**src/hdl/pff_pkg.sv**
```systemverilog
// Shared types and constants of the planar flow block
package pff_pkg;

  localparam int unsigned DIMS  = 4;
  localparam int unsigned LANES = 4;
  localparam int unsigned IDX_W = 2;
  localparam int unsigned S_W   = 36;
  localparam int unsigned XQ_W  = 26;
  localparam int unsigned NUM_W = 47;
  localparam int unsigned DEN_W = 32;

  localparam logic [2:0] REG_U_VEC     = 3'd0;
  localparam logic [2:0] REG_W_VEC     = 3'd1;
  localparam logic [2:0] REG_BIAS      = 3'd2;
  localparam logic [2:0] REG_DET_FLOOR = 3'd3;

  typedef struct packed {
    logic [63:0] u_vec;
    logic [63:0] w_vec;
    logic [15:0] bias;
    logic [15:0] det_floor;
  } cfg_t;

  // Classified point handed from front to back
  typedef struct packed {
    logic [LANES-1:0][15:0] x;
    logic [XQ_W-1:0]        xq;   // 2|s|/256 in Q.30
    logic                   neg;  // sign of s
    logic                   sat;  // |2s| >= 16, tanh saturates
    logic                   fin;
  } job_t;

endpackage

```
**src/hdl/pff_fifo.sv**
```systemverilog
// Two-entry queue between front and back
module pff_fifo import pff_pkg::*; (
  input  logic clk_i,
  input  logic rst_ni,
  input  logic wr_valid_i,
  output logic wr_ready_o,
  input  job_t wr_data_i,
  output logic rd_valid_o,
  input  logic rd_ready_i,
  output job_t rd_data_o
);

  job_t       mem_q [2];
  logic       wr_ptr_q, rd_ptr_q;
  logic [1:0] cnt_q;
  logic       do_wr, do_rd;

  assign wr_ready_o = (cnt_q != 2'd2);
  assign rd_valid_o = (cnt_q != 2'd0);
  assign do_wr      = wr_valid_i & wr_ready_o;
  assign do_rd      = rd_ready_i & rd_valid_o;
  assign rd_data_o  = mem_q[rd_ptr_q];

  always_ff @(posedge clk_i) begin
    if (do_wr) begin
      mem_q[wr_ptr_q] <= wr_data_i;
    end
  end

  always_ff @(posedge clk_i or negedge rst_ni) begin
    if (!rst_ni) begin
      wr_ptr_q <= 1'b0;
      rd_ptr_q <= 1'b0;
      cnt_q    <= 2'd0;
    end else begin
      if (do_wr) wr_ptr_q <= ~wr_ptr_q;
      if (do_rd) rd_ptr_q <= ~rd_ptr_q;
      cnt_q <= cnt_q + {1'b0, do_wr} - {1'b0, do_rd};
    end
  end

endmodule

```
**config.mk**
```make
export PLATFORM = sky130hd
export DESIGN_NAME = pff_fifo
export DESIGN_NICKNAME = d
export VERILOG_FILES = /design/src/hdl/pff_pkg.sv /design/src/hdl/pff_fifo.sv
export SDC_FILE = /design/constraint.sdc
export NUM_CORES = 1
export LEC_CHECK = 0
export ABC_AREA = 1
export BUFFER_PORTS_ARGS = -buffer_cell sky130_fd_sc_hd__buf_2
export CORE_MARGIN = 3
export CORE_UTILIZATION = 40
export CTS_CLUSTER_DIAMETER = 120
export CTS_CLUSTER_SIZE = 20
export DETAILED_ROUTE_END_ITERATION = 10
export PLACE_DENSITY = 0.63
export RECOVER_POWER = 100
export SKIP_CTS_REPAIR_TIMING = 1
export SYNTH_ARGS = -nofsm -noshare
export SYNTH_HDL_FRONTEND = slang
export SYNTH_SLANG_ARGS = --single-unit
```
**constraint.sdc**
```tcl
create_clock -name clk_i -period 6.2 [get_ports clk_i]
set_input_delay 1.24 -clock clk_i [delete_from_list [all_inputs] [get_ports clk_i]]
set_output_delay 1.24 -clock clk_i [all_outputs]
set_load 0.005 [all_outputs]
```
==> flow_metrics.env, run 1 <==
export IMPL_die_h_um=138.4
export IMPL_core_area_um2=16880
export IMPL_timing_slew_headroom_pct=-69.95
export IMPL_core_rowCount=47
export IMPL_io_pins=192
export IMPL_worstHoldEndpoint="wr_ptr_q"
export IMPL_cts_tree="done"
export IMPL_synth_nets=617
export IMPL_first_iter_violations=205
export IMPL_crit_type="in2reg"
export IMPL_grt_start_max_net_pins=54
export IMPL_critical_path_peak_fanout=49
export IMPL_first_pass_iters=4
export IMPL_antenna_left=0
export IMPL_tightest_slew_ns=2.549
export IMPL_violations="max-capacitance violations, max-slew violations"
export IMPL_finalMaxSlewViolations=92
export IMPL_min_path_type="reg2reg"
export IMPL_crit_path_top_delay_cell="clkbuf_1"
export IMPL_holdPathStages=2
export IMPL_tns_ns=0
export IMPL_die_area_um2=19160
export IMPL_syn_area_per_cell_um2=13.54
export IMPL_path_buf_inv=3
export IMPL_rsz0062_at_grt="no"
export IMPL_period_needed_ns=4.640
export IMPL_max_freq_mhz=215.5
export IMPL_port_buffers=191
export IMPL_worstSetupStartpointType="primary input"
export IMPL_status="complete, but fails checks"
export IMPL_ys_types=10
export IMPL_antenna_found_initial=1
export IMPL_r2r_end="mem_q[1][4]"
export IMPL_max_stage_delay_ns=1.80
export IMPL_critPathCaptureType="flip-flop"
export IMPL_fin_nets=811
export IMPL_clock_sinks=190
export IMPL_drc=0
export IMPL_cp_required_ns=6.23
export IMPL_clockBufferDepth=2
export IMPL_wl_um=14460
export IMPL_crit_family="buffers and inverters"
export IMPL_clkTransAtPathRegs_ns=0.06
export IMPL_routabilityCongestion=0.7369
export IMPL_root_buffer="clkbuf_16"
export IMPL_fill_cells=1554
export IMPL_peakVddDrop_mv=0.2218
export IMPL_r2r_start="cnt_q[0]"
export IMPL_via_per_inst=4.675
export IMPL_grt_pass1_wl_um=22920
export IMPL_grt_use_total_pct=15.15
export IMPL_path_cells="buf_2 > nand2_1 > nor2_4 > clkbuf_1 > clkbuf_2"
export IMPL_min_from="wr_ptr_q"
export IMPL_top_usage_layer="met2"
export IMPL_hold_violations=0
export IMPL_period_share_pct=74.85
export IMPL_drv_cap=2
export IMPL_first_global_vias=4563
export IMPL_yosysSeqAreaShare_pct=81.06
export IMPL_grt_overflow=0
export IMPL_setup_violations_final=0
export IMPL_power_density_nw_per_um2=475.4
export IMPL_start_util_pct=41.56
export IMPL_finalCoreUtilization_pct=51.10
export IMPL_drt_wirelength_per_cell_um=15.30
export IMPL_dp_hpwl_um=9335
export IMPL_yosys_top_cells_area="edfxtp_1 (80%), nand2_1 (16%), dfrtp_1 (1.4%)"
export IMPL_fp_dieW_um=138.4
export IMPL_h_tree_depth=4
export IMPL_num_vias=4418
export IMPL_clock_latency_ns=0.42
export IMPL_insertedDiodeCount=0
export IMPL_regArea_um2=5689
export IMPL_cts_buffers=17
export IMPL_clock_skew_ns=0.005463
export IMPL_crit_arrival_ns=4.67
export IMPL_met1_usage_pct=17.36
export IMPL_grt_util_met3_pct=5.490
export IMPL_synthDominantCellAreaShare_pct=79.63
export IMPL_yosysTopAreaCell="edfxtp_1"
export IMPL_p_leak_nw=3.478
export IMPL_yosysWarningCount=0
export IMPL_netlist_area_um2=7014
export IMPL_drive_gt1_share_pct=16.28
export IMPL_synthCells=518
export IMPL_ys_seq_elements=190
export IMPL_syn_to_final_growth_pct=22.96
export IMPL_rrSetupSlack_ns=1.94
export IMPL_multi_input_area_um2=1147
export IMPL_worstRegToRegCells=6
export IMPL_met2_usage_pct=26.88
-- tightest hold or removal path, cell delays in order, from the launching register on --
cell	delay [ns]
dfrtp_1	0.34
nand2_1	0.06
nand2_1	0.05
-- cell usage after synthesis --
master and number:
ha_1 2, nand2_1 292, nor2_1 1, dfrtp_1 4, inv_2 1, edfxtp_1 186, nand3_1 3, inv_1 8
buf_2 13, buf_6 8
-- how the worst max path moves through the flow --
stage / startpoint / end / slack, ns / depth (start not counted)
2_1_floorplan: wr_valid_i / mem_q[1][0] / 0.46 / 2
3_3_place_gp: rd_ptr_q / rd_data_o[30] / 2.64 / 5
3_5_place_dp: rd_ptr_q / rd_data_o[30] / 2.62 / 5
4_1_cts: rd_ptr_q / rd_data_o[30] / 2.16 / 5
5_1_grt: wr_valid_i / mem_q[1][4] / 1.14 / 5
6_report: wr_valid_i / mem_q[1][4] / 1.56 / 5
-- cell usage in the layout, fill, tap and decap left out --
| master | n |
|---|---|
| buf_2 | 83 |
| buf_4 | 1 |
| bufinv_16 | 5 |
| clkbuf_1 | 113 |
| clkbuf_16 | 17 |
| clkbuf_2 | 3 |
| clkinv_1 | 1 |
| clkinv_2 | 3 |
| clkinv_4 | 1 |
| clkinvlp_2 | 1 |
| clkinvlp_4 | 1 |
| dfrtp_1 | 3 |
| dfrtp_4 | 1 |
| edfxtp_1 | 186 |
| ha_1 | 2 |
| inv_1 | 7 |
| inv_6 | 1 |
| nand2_1 | 292 |
| nand3_1 | 3 |
| nor2_4 | 1 |
-- metrics by stage --
| step | cells | worst slack, ns | area, µm² | total power, mW | hold WS (ns) |
|---|---|---|---|---|---|
| global route | 945 | 1.141 | 8625 | 4.369 | 0.4979 |
| finish | 945 | 1.560 | 8625 | 4.100 | 0.4760 |
| detailed placement | 913 | 2.621 | 8143 | 3.042 | 0.4669 |
| global placement | 913 | 2.640 | 8143 | 3.013 | 0.4560 |
| floorplan | 518 | 0.4575 | 7014 | 2.549 | 0.4419 |
| CTS | 945 | 2.158 | 8772 | 4.202 | 0.4835 |
-- routing by layer --
metal	share of wire (%)	wire length, µm	up-vias
met4	0.82	119	2
met5	0.048	7	-
met2	52	7462	131
met1	41	5912	2149
li1	-	-	2124
met3	6.6	953	12
-- sequential cells by signal, indices dropped and copies added (netlist names) --
signal	count
mem_q	186
cnt_q	2
rd_ptr_q	1
wr_ptr_q	1
-- logic make-up after synthesis --
family | after synthesis | synth area share (%)
buf+inv | 30 | 2.694
simple gates | 296 | 15.89
fa+ha+maj | 2 | 0.3567
flops | 190 | 81.06
-- final cells by class --
class,count,area share (%)
Sequential cell,190,65.97
Multi-Input combinational cell,298,13.30
Timing Repair Buffer,196,9.822
Clock buffer,21,5.107
Tap cell,220,3.192
Clock inverter,11,2.191
Inverter,9,0.4207
-- report_power, final --
group          total (mW)  switching (mW)  internal, mW
registers            1.88           0.106          1.77
clock network        1.15           0.436         0.715
logic                1.07           0.726         0.346
(Power assumes the default switching activity.)
==> inputs of run 2 (changes only) <==
ABC_AREA = 0   (was 1)
clock period = 4.4 ns   (was 6.2 ns; I/O delays follow)
==> flow_metrics.env, run 2 <==
export IMPL_drv_cap=3
export IMPL_tns_ns=0
export IMPL_routabilityCongestion=0.7245
export IMPL_peakVddDrop_mv=0.2852
export IMPL_crit_arrival_ns=3.40
export IMPL_period_share_pct=76.34
export IMPL_core_rowCount=47
export IMPL_fp_dieW_um=137.5
export IMPL_violations="max-capacitance violations, max-slew violations"
export IMPL_crit_type="reg2reg"
export IMPL_fin_cells=740
export IMPL_ys_seq_elements=190
export IMPL_power_density_nw_per_um2=638.9
export IMPL_final_cell_mix="edfxtp_1 (186), clkbuf_1 (102), buf_2 (91)"
export IMPL_synth_nets=405
export IMPL_max_freq_mhz=297.7
export IMPL_final_common_cell="edfxtp_1"
export IMPL_first_iter_violations=172
export IMPL_grt_pass1_wl_um=18840
export IMPL_clock_skew_ns=0.006092
export IMPL_netlist_area_um2=6919
export IMPL_reg_top3="mem_q (186), cnt_q (2)"
export IMPL_period_needed_ns=3.359
export IMPL_synth_ff_type="edfxtp_1"
export IMPL_yosysSeqAreaShare_pct=82.17
export IMPL_cts_buffers=17
export IMPL_clkTransAtPathRegs_ns=0.06
export IMPL_whs_ns=0.2822
export IMPL_yosysWarningCount=0
export IMPL_grt_overflow=0
export IMPL_root_buffer="clkbuf_16"
export IMPL_min_path_type="in2async"
export IMPL_h_tree_depth=4
export IMPL_cts_tree="done"
export IMPL_rsz0062_at_grt="no"
export IMPL_port_buffers=191
export IMPL_tightest_slew_ns=2.779
export IMPL_synthCells=306
export IMPL_die_area_um2=18910
export IMPL_grt_use_total_pct=13.37
export IMPL_num_vias=3473
export IMPL_fin_nets=611
export IMPL_yosysMostFrequentCell="edfxtp_1"
export IMPL_antenna_found_initial=1
export IMPL_syn_area_per_cell_um2=22.61
export IMPL_worstSetupStartpointType="flip-flop"
export IMPL_cp_required_ns=4.44
export IMPL_clock_sinks=190
export IMPL_dp_hpwl_um=8495
export IMPL_hold_violations=0
export IMPL_critical_path_peak_fanout=44
export IMPL_wl_um=12710
export IMPL_top_register="mem_q"
export IMPL_timing_slew_headroom_pct=-85.26
export IMPL_first_pass_iters=4
export IMPL_antenna_left=0
export IMPL_synth_edf_count=186
export IMPL_p_leak_nw=2.936
export IMPL_placed_cells=713
export IMPL_core_area_um2=16760
export IMPL_first_global_vias=3750
export IMPL_status="complete, but fails checks"
export IMPL_synthArstFlopShare_pct=2.105
export IMPL_critPathCaptureType="flip-flop"
export IMPL_via_per_inst=4.693
export IMPL_largest_register_ffs=186
export IMPL_clock_latency_ns=0.41
export IMPL_setup_violations_final=0
export IMPL_insertedDiodeCount=0
export IMPL_worst_slack_ns=1.041
export IMPL_drc=0
export IMPL_syn_to_final_growth_pct=22.97
export IMPL_synthDominantCellAreaShare_pct=80.72
export IMPL_yosysTopAreaCell="edfxtp_1"
export IMPL_die_h_um=137.5
export IMPL_finalMaxSlewViolations=140
export IMPL_drive_gt1_share_pct=40.38
export IMPL_grt_start_max_net_pins=58
export IMPL_drt_wirelength_per_cell_um=17.18
export IMPL_ys_types=16
export IMPL_place_ws_ns=1.609
export IMPL_clockBufferDepth=2
export IMPL_yosys_top_cells_area="edfxtp_1 (81%), mux2_2 (15%), dfrtp_1 (1.4%)"
export IMPL_io_pins=192
export IMPL_ys_top_cells_by_count="edfxtp_1 (186), mux2_2 (93), buf_6 (6)"
export IMPL_start_util_pct=41.28
export IMPL_power_total_mw=5.436
run 2: cell count changes in the layout (fill, tap and decap cells not counted), moves of 4 or more:
cell      delta
nand2_1    -291
mux2_2      +89
clkbuf_1    -11
mux2_1       +4
inv_1        -6
buf_2        +8
run 2: final cells by class:
| type | instances | area [µm²] |
|---|---|---|
| fill | 1446 | 8252 |
| clock buffer | 18 | 429.2 |
| timing repair buffer | 197 | 863.3 |
| tap | 220 | 275.3 |
| inverter | 1 | 3.754 |
| clock inverter | 9 | 100.1 |
| sequential | 190 | 5689 |
| multi-input combinational | 105 | 1147 |
run 2: cells by family (layout without fill, tap and decap cells):
kind of cell	Yosys count	count (layout)	share of synthesized area [%]
flip-flops	190	190	82.17
multiplexers	93	93	15.14
buffers and inverters	11	225	1.356
AND/OR/NAND/NOR	6	6	0.4703
XOR/XNOR	4	4	0.5064
adder cells (fa/ha/maj)	2	2	0.3616
run 2: critical path, stage by stage (launching register included):
cell and delay (ns):
dfrtp_1 0.40, nand2b_1 0.13, and3_1 1.65, clkbuf_2 0.79
run 2: per-stage QoR:
step / utilization, % / area (µm²)
after CTS: 51.62 / 8651
after global routing: 50.77 / 8508
final: 50.77 / 8508
after global placement: 48.46 / 8122
after floorplan: - / 6922
after detailed placement: 48.46 / 8122
run 2: path summary, 6_finish.rpt:
kind	start	endpoint	slack, ns	cells after the start
setup / recovery	cnt_q[1]	mem_q[1][19]	1.04	3
hold / removal	rst_ni	cnt_q[0]	0.28	1
setup reg to reg	cnt_q[1]	mem_q[1][19]	1.04	3
hold reg to reg	cnt_q[0]	cnt_q[0]	0.53	1
max in group asynchronous	rst_ni	rd_ptr_q	3.91	1
min in group clk_i	cnt_q[0]	cnt_q[0]	0.53	1
run 2: report_power, final:
part	leakage (nW)	internal, mW	total, mW	switching [mW]
clock	0.252	0.814	1.40	0.591
combinational	0.911	0.663	1.34	0.677
sequential	1.77	2.50	2.69	0.189
run 2: routing by layer:
layer	track usage, %	routed length [µm]	up-vias
met3	5.223	1211	20
met1	15.53	4818	1694
li1	-	-	1623
met5	0	13	-
met4	5.432	231	2
met2	22.23	6436	134
