<file path="config.mk">
export PLATFORM = sky130hd
export DESIGN_NAME = pff_front
export DESIGN_NICKNAME = d
export VERILOG_FILES = /design/src/hdl/pff_pkg.sv /design/src/hdl/pff_front.sv
export SDC_FILE = /design/constraint.sdc
export NUM_CORES = 1
export LEC_CHECK = 0
export BUFFER_PORTS_ARGS = -buffer_cell sky130_fd_sc_hd__buf_4
export CELL_PAD_IN_SITES_DETAIL_PLACEMENT = 0
export CELL_PAD_IN_SITES_GLOBAL_PLACEMENT = 1
export CORE_MARGIN = 3
export CORE_UTILIZATION = 40
export CTS_CLUSTER_DIAMETER = 200
export CTS_CLUSTER_SIZE = 16
export DETAILED_ROUTE_END_ITERATION = 8
export PLACE_DENSITY_LB_ADDON = 0.1
export SYNTH_ARGS = -nofsm -noshare
export SYNTH_HDL_FRONTEND = slang
export SYNTH_SLANG_ARGS = --single-unit
</file>
<file path="constraint.sdc">
create_clock -name clk_i -period 9.7 [get_ports clk_i]
set_input_delay 0.485 -clock clk_i [delete_from_list [all_inputs] [get_ports clk_i]]
set_output_delay 0.485 -clock clk_i [all_outputs]
set_load 0.005 [all_outputs]
</file>
<file path="src/hdl/pff_pkg.sv">
// Shared types and constants of the planar flow block
package pff_pkg;

  localparam int unsigned DIMS  = 4;
  localparam int unsigned LANES = 4;
  localparam int unsigned IDX_W = 2;
  localparam int unsigned S_W   = 36;
  localparam int unsigned XQ_W  = 26;
  localparam int unsigned NUM_W = 47;
  localparam int unsigned DEN_W = 32;

  localparam logic [2:0] REG_U_VEC     = 3'd0;
  localparam logic [2:0] REG_W_VEC     = 3'd1;
  localparam logic [2:0] REG_BIAS      = 3'd2;
  localparam logic [2:0] REG_DET_FLOOR = 3'd3;

  typedef struct packed {
    logic [63:0] u_vec;
    logic [63:0] w_vec;
    logic [15:0] bias;
    logic [15:0] det_floor;
  } cfg_t;

  // Classified point handed from front to back
  typedef struct packed {
    logic [LANES-1:0][15:0] x;
    logic [XQ_W-1:0]        xq;   // 2|s|/256 in Q.30
    logic                   neg;  // sign of s
    logic                   sat;  // |2s| >= 16, tanh saturates
    logic                   fin;
  } job_t;

endpackage

</file>
<file path="src/hdl/pff_front.sv">
// Front end: takes a point, forms s = w.x + b one lane a cycle, classifies it
module pff_front import pff_pkg::*; (
  input  logic                   clk_i,
  input  logic                   rst_ni,
  input  logic                   push_i,
  output logic                   full_o,
  input  logic [LANES-1:0][15:0] x_i,
  input  logic                   fin_i,
  input  cfg_t                   cfg_i,
  output logic                   job_valid_o,
  output job_t                   job_o,
  input  logic                   job_ready_i
);

  logic                   busy_q, done_q;
  logic [IDX_W-1:0]       k_q;
  logic signed [S_W-1:0]  s_q;
  logic [LANES-1:0][15:0] x_q;
  logic                   fin_q;
  logic signed [31:0]     prod;
  logic signed [S_W-1:0]  mag;
  logic [S_W-1:0]         a;

  assign prod = $signed(cfg_i.w_vec[16*k_q +: 16]) * $signed(x_q[k_q]);

  always_ff @(posedge clk_i or negedge rst_ni) begin
    if (!rst_ni) begin
      busy_q <= 1'b0;
      done_q <= 1'b0;
      k_q    <= '0;
    end else if (!busy_q) begin
      if (push_i) begin
        busy_q <= 1'b1;
        done_q <= 1'b0;
        k_q    <= '0;
        x_q    <= x_i;
        fin_q  <= fin_i;
        s_q    <= {{(S_W-28){cfg_i.bias[15]}}, cfg_i.bias, 12'b0};
      end
    end else if (!done_q) begin
      s_q <= s_q + S_W'(prod);
      if (k_q == IDX_W'(DIMS-1)) begin
        done_q <= 1'b1;
      end else begin
        k_q <= k_q + 1'b1;
      end
    end else if (job_ready_i) begin
      busy_q <= 1'b0;
      done_q <= 1'b0;
    end
  end

  always_comb begin
    mag = s_q[S_W-1] ? -s_q : s_q;
    a   = {mag[S_W-2:0], 1'b0};
    job_o.x   = x_q;
    job_o.fin = fin_q;
    job_o.neg = s_q[S_W-1];
    job_o.sat = (a[S_W-1:28] != '0);
    job_o.xq  = a[27:2];
  end

  assign job_valid_o = busy_q & done_q;
  assign full_o      = busy_q;

endmodule

</file>
==> flow_summary.json, run 1 <==
{
  "worst_pin_slew_ps": 1100,
  "synth.area.top_cells": "fa_1 (36%), edfxtp_1 (18%), inv_1 (8.3%), ha_1 (7.9%), nand2_1 (3.5%)",
  "synthArstFlopShare": 0.0381,
  "cts.sinks": 105,
  "yosys.area.top_type": "fa_1",
  "drc_errors": 0,
  "port_buffers": 243,
  "hold_path_class": "primary input to register",
  "die_area_mm2": 0.0456,
  "ys_ff_latch": 105,
  "antennaDiodeCount": 0,
  "critPathSlowestCell": "dfrtp_2",
  "postCtsSetupRepairBufs": 0,
  "startpoint": "k_q[1]",
  "drt_iter0_markers": 837,
  "crit_chain": "buf_12 > mux2_2 > o21ai_1 > nor2_1 > fa_1 > inv_1 > fa_1 > fa_1 > inv_1 > fa_1 > fa_1 > inv_1 > fa_1 > inv_1 > ha_1 > a21o_1 > a31oi_1 > o211ai_1 > a31o_2 > a311oi_1 > o21ai_0 > xor2_1 > a21o_1",
  "critPathLaunchType": "register",
  "grt_use_total": 0.216,
  "synth_cell_types": 67,
  "syn_area_per_cell_um2": 10.1,
  "fmax_mhz": 120,
  "routed_wl_mm": 47.1,
  "r2r_cells": 23,
  "vias": 12000,
  "cp-endpoint": "s_q[30]",
  "cp_num_buf_inv": 5,
  "path_clk_slew_ps": 90,
  "finClkSkew_ps": 12.5,
  "grt_pass1_wl_mm": 74.5,
  "crit_family": "adder cells",
  "yosysSeqAreaShare": 0.182,
  "area_growth_syn_to_layout_pct": 14.8,
  "crit_top_cell": "fa_1",
  "status": "completed",
  "htree_levels": 3,
  "setup_tns_ps": 0,
  "synth_edf_count": 101,
  "first_pass_iters": 5,
  "clockBufferDepth": 2,
  "path_max_fanout": 31,
  "cts_resized": 0,
  "start_util": 0.408,
  "syn_inst": 1711,
  "grt_pass1_vias": 12800,
  "yosys_warnings": 0,
  "dieWidth_um": 214,
  "hold_start": "x_i[48]",
  "regToRegStartpoint": "k_q[1]",
  "detail_route.vias_per_cell": 4.94,
  "core_mm2": 0.0422,
  "timing.rr.end": "s_q[30]",
  "synthTopCellsByCount": "inv_1 (383), fa_1 (314), nand2_1 (162)",
  "avgRoutedWirePerCell_um": 19.3,
  "grt_setup_unrepaired": "no",
  "synth_fp_nets": 2363,
  "criticalPathCategory": "register to register",
  "critical_path_cell_count": 23,
  "synth_top_area_frac": 0.365,
  "cap_violations": 0,
  "synth-main-ff-cell": "edfxtp_1",
  "cts_buffers": 9,
  "required_ps": 9860,
  "maxSlewHeadroom": 0.265,
  "hpwl_mm": 39.5,
  "ctsHoldBuffers": 1,
  "cts_root_buf": "clkbuf_16",
  "finalMaxSlewViolations": 0,
  "fin_crit_ps": 8360,
  "crit_path_max_incr_delay_ps": 790,
  "final-setup-viol-count": 0,
  "ant_nets": 0,
  "num_rows": 75,
  "clkLatencyLatePin_ps": 400,
  "grt_overflow_total": 0,
  "layout-drive-gt1-share": 0.180,
  "finalCritPeriodShare": 0.862,
  "antenna_found_initial": 1,
  "arrival_ps": 8520,
  "ff2ff_setup_slack_ps": 1340,
  "synth.most_common_cell": "inv_1",
  "syn-cell-area_mm2": 0.0172,
  "cts_tree": "built",
  "ios": 324,
  "nets": 2543,
  "hold_viol": 0,
  "cp-end-kind": "register",
  "gp_congestion": 0.848,
  "grt_start_max_net_pins": 66,
  "die_y_um": 214
}
-- final cells by class --
cell class,instances,area [µm²]
repair buffers,260,1980
fillers,4052,22400
inverters,383,1440
well taps,539,674
clock buffers,9,225
clock inverters,7,110
flip-flops and latches,105,3140
multi-input cells,1132,12200
-- through the flow --
step                instance area, µm²  worst slack (ps)  utilization  instances  hold WS (ps)
global placement                 19400              1430        0.460       2418           293
global route                     19800               993        0.469       2435           236
CTS                              19800              1350        0.469       2435           231
finish                           19800              1340        0.469       2435           257
detailed placement               19400              1380        0.460       2418           293
floorplan                        17200              2030            -       1711           189
-- flip-flops by register name, indices dropped and copies added (netlist names) --
name	flops
fin_q	1
s_q	36
job_o	64
k_q	2
full_o	1
done_q	1
-- cells by family after synthesis --
group,share of synthesized area
compound gates,0.0635
xor+xnor,0.0305
fa+ha+maj,0.444
buf+inv,0.110
flops,0.182
mux,0.0499
simple gates,0.121
-- worst min path at each step --
stage | to | slack (ps) | cells after the start
6_report | job_o[77] | 260 | 1
5_1_grt | job_o[32] | 240 | 1
4_1_cts | job_o[87] | 230 | 1
3_5_place_dp | done_q | 290 | 1
3_3_place_gp | done_q | 290 | 1
2_1_floorplan | done_q | 190 | 0
-- cells in the final DEF (no fill, tap or decap), types with 3 or more instances in the layout --
master     synthesis  routed
nor3_1            10      10
clkbuf_16          0       9
o21a_1            13      13
buf_4             28     257
mux2i_1           15      15
mux2_2            28      28
o21ai_1            6      12
nand3_1           10      10
nor2b_1           45      45
edfxtp_1         101     101
a21o_1            25      25
nand2b_1          12      12
clkinv_8           0       3
fa_1             314     314
a21oi_1           30      30
nand2_1          162     162
or3_1              7       7
a31oi_1            7       7
nand4_1            9       9
inv_1            383     383
and2_1            43      43
xor2_1            11      11
ha_1             109     109
o31ai_1            9       9
or2_2              6       6
nor2_1            94      93
o41ai_1            5       5
or4_1              6       6
nand4b_1           3       3
o21ai_0           38      32
a311oi_1           4       4
xnor2_1           49      49
o211ai_1           4       4
mux4_2            17      17
dfrtp_2            0       3
-- per-layer routing --
layer	GRT usage	vias up	wire length, µm
met5	0	-	0
li1	-	5669	-
met3	0.0408	33	3260
met4	0.0492	0	763
met2	0.323	363	19900
met1	0.328	5975	23200
Power of run 1 is not shown: default switching activity piles up to over one toggle a cycle in this logic, so the estimate is an artifact.
==> run 2: changes to the inputs <==
CAP_MARGIN = 30   (was not set)
CELL_PAD_IN_SITES_DETAIL_PLACEMENT = not set   (was 0)
CELL_PAD_IN_SITES_GLOBAL_PLACEMENT = not set   (was 1)
CTS_CLUSTER_SIZE = 40   (was 16)
PLACE_DENSITY_LB_ADDON = not set   (was 0.1)
==> run 2 against run 1 <==
Net effect:
- final cell count increased by 0.12%
- first-iteration DRC count shrank 3.8%
- routed wire length is 3.4% lower
- setup slack improved by 25 ps
- critical path type unchanged
- critical endpoint is now s_q[35]
- largest cell class unchanged
==> flow_summary.json, run 2 (synthesis gave the netlist of run 1 again) <==
{
  "status": "completed",
  "ios": 324,
  "core_mm2": 0.0422,
  "final_cells": 2438,
  "maxSlewHeadroom": 0.389,
  "arrival_ps": 8490,
  "setup_tns_ps": 0,
  "critPathSlowestCell": "dfrtp_2",
  "cap_violations": 0,
  "grt_setup_unrepaired": "no",
  "finalCritPeriodShare": 0.859,
  "avgRoutedWirePerCell_um": 18.6,
  "critPathLaunchType": "register",
  "detail_route.vias_per_cell": 5.01,
  "path_clk_slew_ps": 90,
  "area_growth_syn_to_layout_pct": 14.7,
  "required_ps": 9850,
  "vias": 12200,
  "htree_levels": 3,
  "crit_family": "adder cells",
  "dieWidth_um": 214,
  "largest_register_ffs": 64,
  "crit_path_max_incr_delay_ps": 940,
  "antennaDiodeCount": 0,
  "gp_congestion": 0.867,
  "fill_cells": 4002,
  "cts_buffers": 9,
  "cp_num_buf_inv": 4,
  "fin_crit_ps": 8340,
  "worst_pin_slew_ps": 916,
  "ant_nets": 0,
  "multi_input_area_mm2": 0.0122,
  "grt_pass1_wl_mm": 72.6,
  "final-setup-viol-count": 0,
  "first_pass_iters": 5,
  "regArea_mm2": 0.00314,
  "antenna_found_initial": 0,
  "finClkSkew_ps": 17.4,
  "hold_viol": 0,
  "cts.sinks": 105,
  "nets": 2546,
  "clkLatencyLatePin_ps": 400,
  "grt_overflow_total": 0,
  "cts_tree": "built",
  "drt_iter0_markers": 805,
  "hold_path_class": "primary input to register",
  "cp-end-kind": "register",
  "die_y_um": 214,
  "final_common_cell": "inv_1",
  "grt_pass1_vias": 13100,
  "port_buffers": 243,
  "grt_use_total": 0.208,
  "drc_errors": 0,
  "crit_chain": "buf_4 > mux4_2 > nand2_1 > fa_1 > fa_1 > fa_1 > inv_1 > fa_1 > fa_1 > inv_1 > fa_1 > inv_1 > ha_1 > a21o_1 > a211o_1 > o311ai_1 > o31ai_2 > a311oi_1 > xnor2_1 > a21o_1",
  "criticalPathCategory": "register to register",
  "finalMaxSlewViolations": 0,
  "crit_top_cell": "fa_1",
  "dp.cells": 2421,
  "start_util": 0.408,
  "final_cell_mix": "inv_1 (383), fa_1 (314), buf_4 (262), nand2_1 (162), ha_1 (109)",
  "clockBufferDepth": 2,
  "path_max_fanout": 31,
  "ff2ff_setup_slack_ps": 1360,
  "grt_start_max_net_pins": 66,
  "fmax_mhz": 120,
  "num_rows": 75,
  "layout-drive-gt1-share": 0.182,
  "hpwl_mm": 38.0,
  "cts_root_buf": "clkbuf_16",
  "die_area_mm2": 0.0456,
  "routed_wl_mm": 45.5
}
-- run 2: cell count changes in the layout (fill, tap and decap cells not counted), sizes merged --
cell / delta
buf: +3
bufinv: -1
clkinv: -1
inv: +2
-- run 2: cell type report --
cell class              instances  share of cell area
clock buffers                   9              0.0114
clock inverters                 7             0.00450
inverters                     383              0.0727
multi-input cells            1132               0.618
flip-flops and latches        105               0.159
well taps                     539              0.0341
repair buffers                263               0.100
-- run 2: stage by stage --
stage | util | worst slack, ps | instance area, µm² | hold WS, ps
floorplan | - | 2030 | 17200 | 189
global placement | 0.460 | 1360 | 19400 | 290
detailed placement | 0.460 | 1410 | 19400 | 291
CTS | 0.468 | 1370 | 19800 | 233
global route | 0.468 | 840 | 19800 | 228
finish | 0.468 | 1360 | 19800 | 255
-- run 2: routing by layer --
metal,track usage,part of all wire,vias up
li1,-,-,5682
met1,0.298,0.47,6111
met2,0.327,0.44,371
met3,0.0391,0.065,48
met4,0.0556,0.022,0
met5,0,0,-
-- run 2: repair_timing --
action                                 CTS  global route
gates resized for setup                  0             0
endpoints found under the hold margin    4             0
setup buffers                            0             0
hold buffers                             1             0
-- run 2: final timing paths --
check / to / start / cells after the start
hold / removal: job_o[61] / x_i[32] / 1
min in group asynchronous: done_q / rst_ni / 2
max in group asynchronous: k_q[1] / rst_ni / 2
hold reg to reg: done_q / full_o / 1
setup / recovery: s_q[35] / k_q[0] / 20
setup reg to reg: s_q[35] / k_q[0] / 20
Power of run 2 is left out for the same reason.
==> run 3: changes to the inputs <==
CTS_BUF_LIST = sky130_fd_sc_hd__clkbuf_8   (was not set)
PLACE_DENSITY = 0.7   (was not set)
clock period = 7.45 ns   (was 9.7 ns; I/O delays follow)
==> run 3 against run 2 <==
Net effect:
- count of clock-buffer cells in the layout unchanged
- critical path depth is 6 higher
- flip-flop and latch count is the same
- routed wire length is 0.56% higher
- first-iteration DRC count increased by 18%
- non-clock buffer count is 84 higher
- critical path type unchanged
- highest routed layer unchanged
==> flow_summary.json, run 3 (synthesis gave the netlist of run 1 again) <==
{
  "status": "completed",
  "setup_slack_ps": 171,
  "met2_usage": 0.337,
  "vias": 12900,
  "area_growth_syn_to_layout_pct": 19.4,
  "startpoint": "k_q[0]",
  "ant_nets": 0,
  "fill_cells": 3761,
  "cap_violations": 0,
  "ff2ff_setup_slack_ps": 170,
  "core_mm2": 0.0422,
  "hold_start": "job_ready_i",
  "start_util": 0.408,
  "clockBufferDepth": 2,
  "critPathLaunchType": "register",
  "num_rows": 75,
  "die_y_um": 214,
  "cts_tree": "built",
  "grtUsageMet3": 0.0342,
  "routed_wl_mm": 45.7,
  "avgRoutedWirePerCell_um": 18.1,
  "die_area_mm2": 0.0456,
  "placed_area_mm2": 0.0200,
  "grt-busiest-layer": "met2",
  "layout-drive-gt1-share": 0.229,
  "htree_levels": 3,
  "hold_path_class": "primary input to register",
  "grt_pass1_wl_mm": 71.8,
  "path_max_fanout": 6,
  "grt_pass1_vias": 13500,
  "grt_use_met1": 0.281,
  "worst_pin_slew_ps": 918,
  "arrival_ps": 7480,
  "crit_path_max_incr_delay_ps": 650,
  "required_ps": 7650,
  "final-setup-viol-count": 0,
  "grt_setup_unrepaired": "yes",
  "nets": 2631,
  "pre_cts_ws_ps": 84.6,
  "criticalPathCategory": "register to register",
  "regToRegStartpoint": "k_q[0]",
  "final_cells": 2524,
  "drt_iter0_markers": 949,
  "ios": 324,
  "detail_route.vias_per_cell": 5.10,
  "grt_overflow_total": 0,
  "first_pass_iters": 5,
  "finalMaxSlewViolations": 0,
  "largest_register_ffs": 64,
  "maxSlewHeadroom": 0.388,
  "antenna_found_initial": 1,
  "dp.cells": 2481,
  "grt_start_max_net_pins": 66,
  "gp_congestion": 0.893,
  "clkLatencyLatePin_ps": 440,
  "hpwl_mm": 38.4,
  "cts_buffers": 9,
  "final_cell_mix": "inv_1 (381), buf_4 (334), fa_1 (308), nand2_1 (159), ha_1 (106)",
  "finClkSkew_ps": 26.1,
  "fmax_mhz": 137,
  "drc_errors": 0,
  "port_buffers": 243,
  "path_clk_slew_ps": 130,
  "cts_root_buf": "clkbuf_8",
  "dieWidth_um": 214,
  "final_common_cell": "inv_1",
  "hold_viol": 0,
  "design_area_mm2": 0.0206,
  "critPathSlowestCell": "mux4_2",
  "cp-end-kind": "register",
  "fin_crit_ps": 7280,
  "cts.sinks": 105,
  "grt_use_total": 0.202,
  "hold_ws_ps": 84.7,
  "regArea_mm2": 0.00314,
  "finalCritPeriodShare": 0.977,
  "multi_input_area_mm2": 0.0124
}
## run 3: path summary, 6_finish.rpt
check	endpoint	cells after the start
worst min-delay path	full_o	2
worst min register to register	k_q[1]	1
min in group asynchronous	k_q[1]	2
worst max-delay path	s_q[25]	26
max in group asynchronous	k_q[0]	2
worst max register to register	s_q[25]	26
## run 3: timing repair
| item | 4_1_cts | 5_1_grt |
|---|---|---|
| setup buffers | 0 | 22 |
| hold buffers | 1 | 0 |
| gates resized for setup | 0 | 35 |
| endpoints found under the hold margin | 4 | 0 |
| endpoints found under the setup margin | 0 | 11 |
## run 3: metal layers
| metal | vias up | part of all wire | routed length, µm |
|---|---|---|---|
| met4 | 0 | 0.017 | 782 |
| met3 | 51 | 0.085 | 3890 |
| li1 | 5853 | - | - |
| met2 | 556 | 0.47 | 21300 |
| met5 | - | 0 | 0 |
| met1 | 6406 | 0.43 | 19800 |
## run 3: critical path: cells and delay by family (launching register included)
kind                     cells  cell delay (ps)
adder cells (fa/ha/maj)      7             3370
XOR/XNOR                     1               60
AO/OA/AOI/OAI                2              310
AND/OR/NAND/NOR              4              530
flip-flops                   1              570
multiplexers                 2              910
buffers and inverters       10             1290
## run 3: through the flow
step | TNS, ps | utilization
after floorplan | 0 | -
after global placement | 0 | 0.472
after detailed placement | 0 | 0.472
after CTS | 0 | 0.478
after global routing | -43.6 | 0.487
final | 0 | 0.487
## run 3: cell type report
class | count | area share
Clock inverter | 7 | 0.00408
Timing Repair Buffer | 347 | 0.133
Inverter | 383 | 0.0699
Multi-Input combinational cell | 1133 | 0.602
Sequential cell | 105 | 0.153
Tap cell | 539 | 0.0328
Antenna cell | 1 | 0.000122
Clock buffer | 9 | 0.00602
Power of run 3 is left out for the same reason.
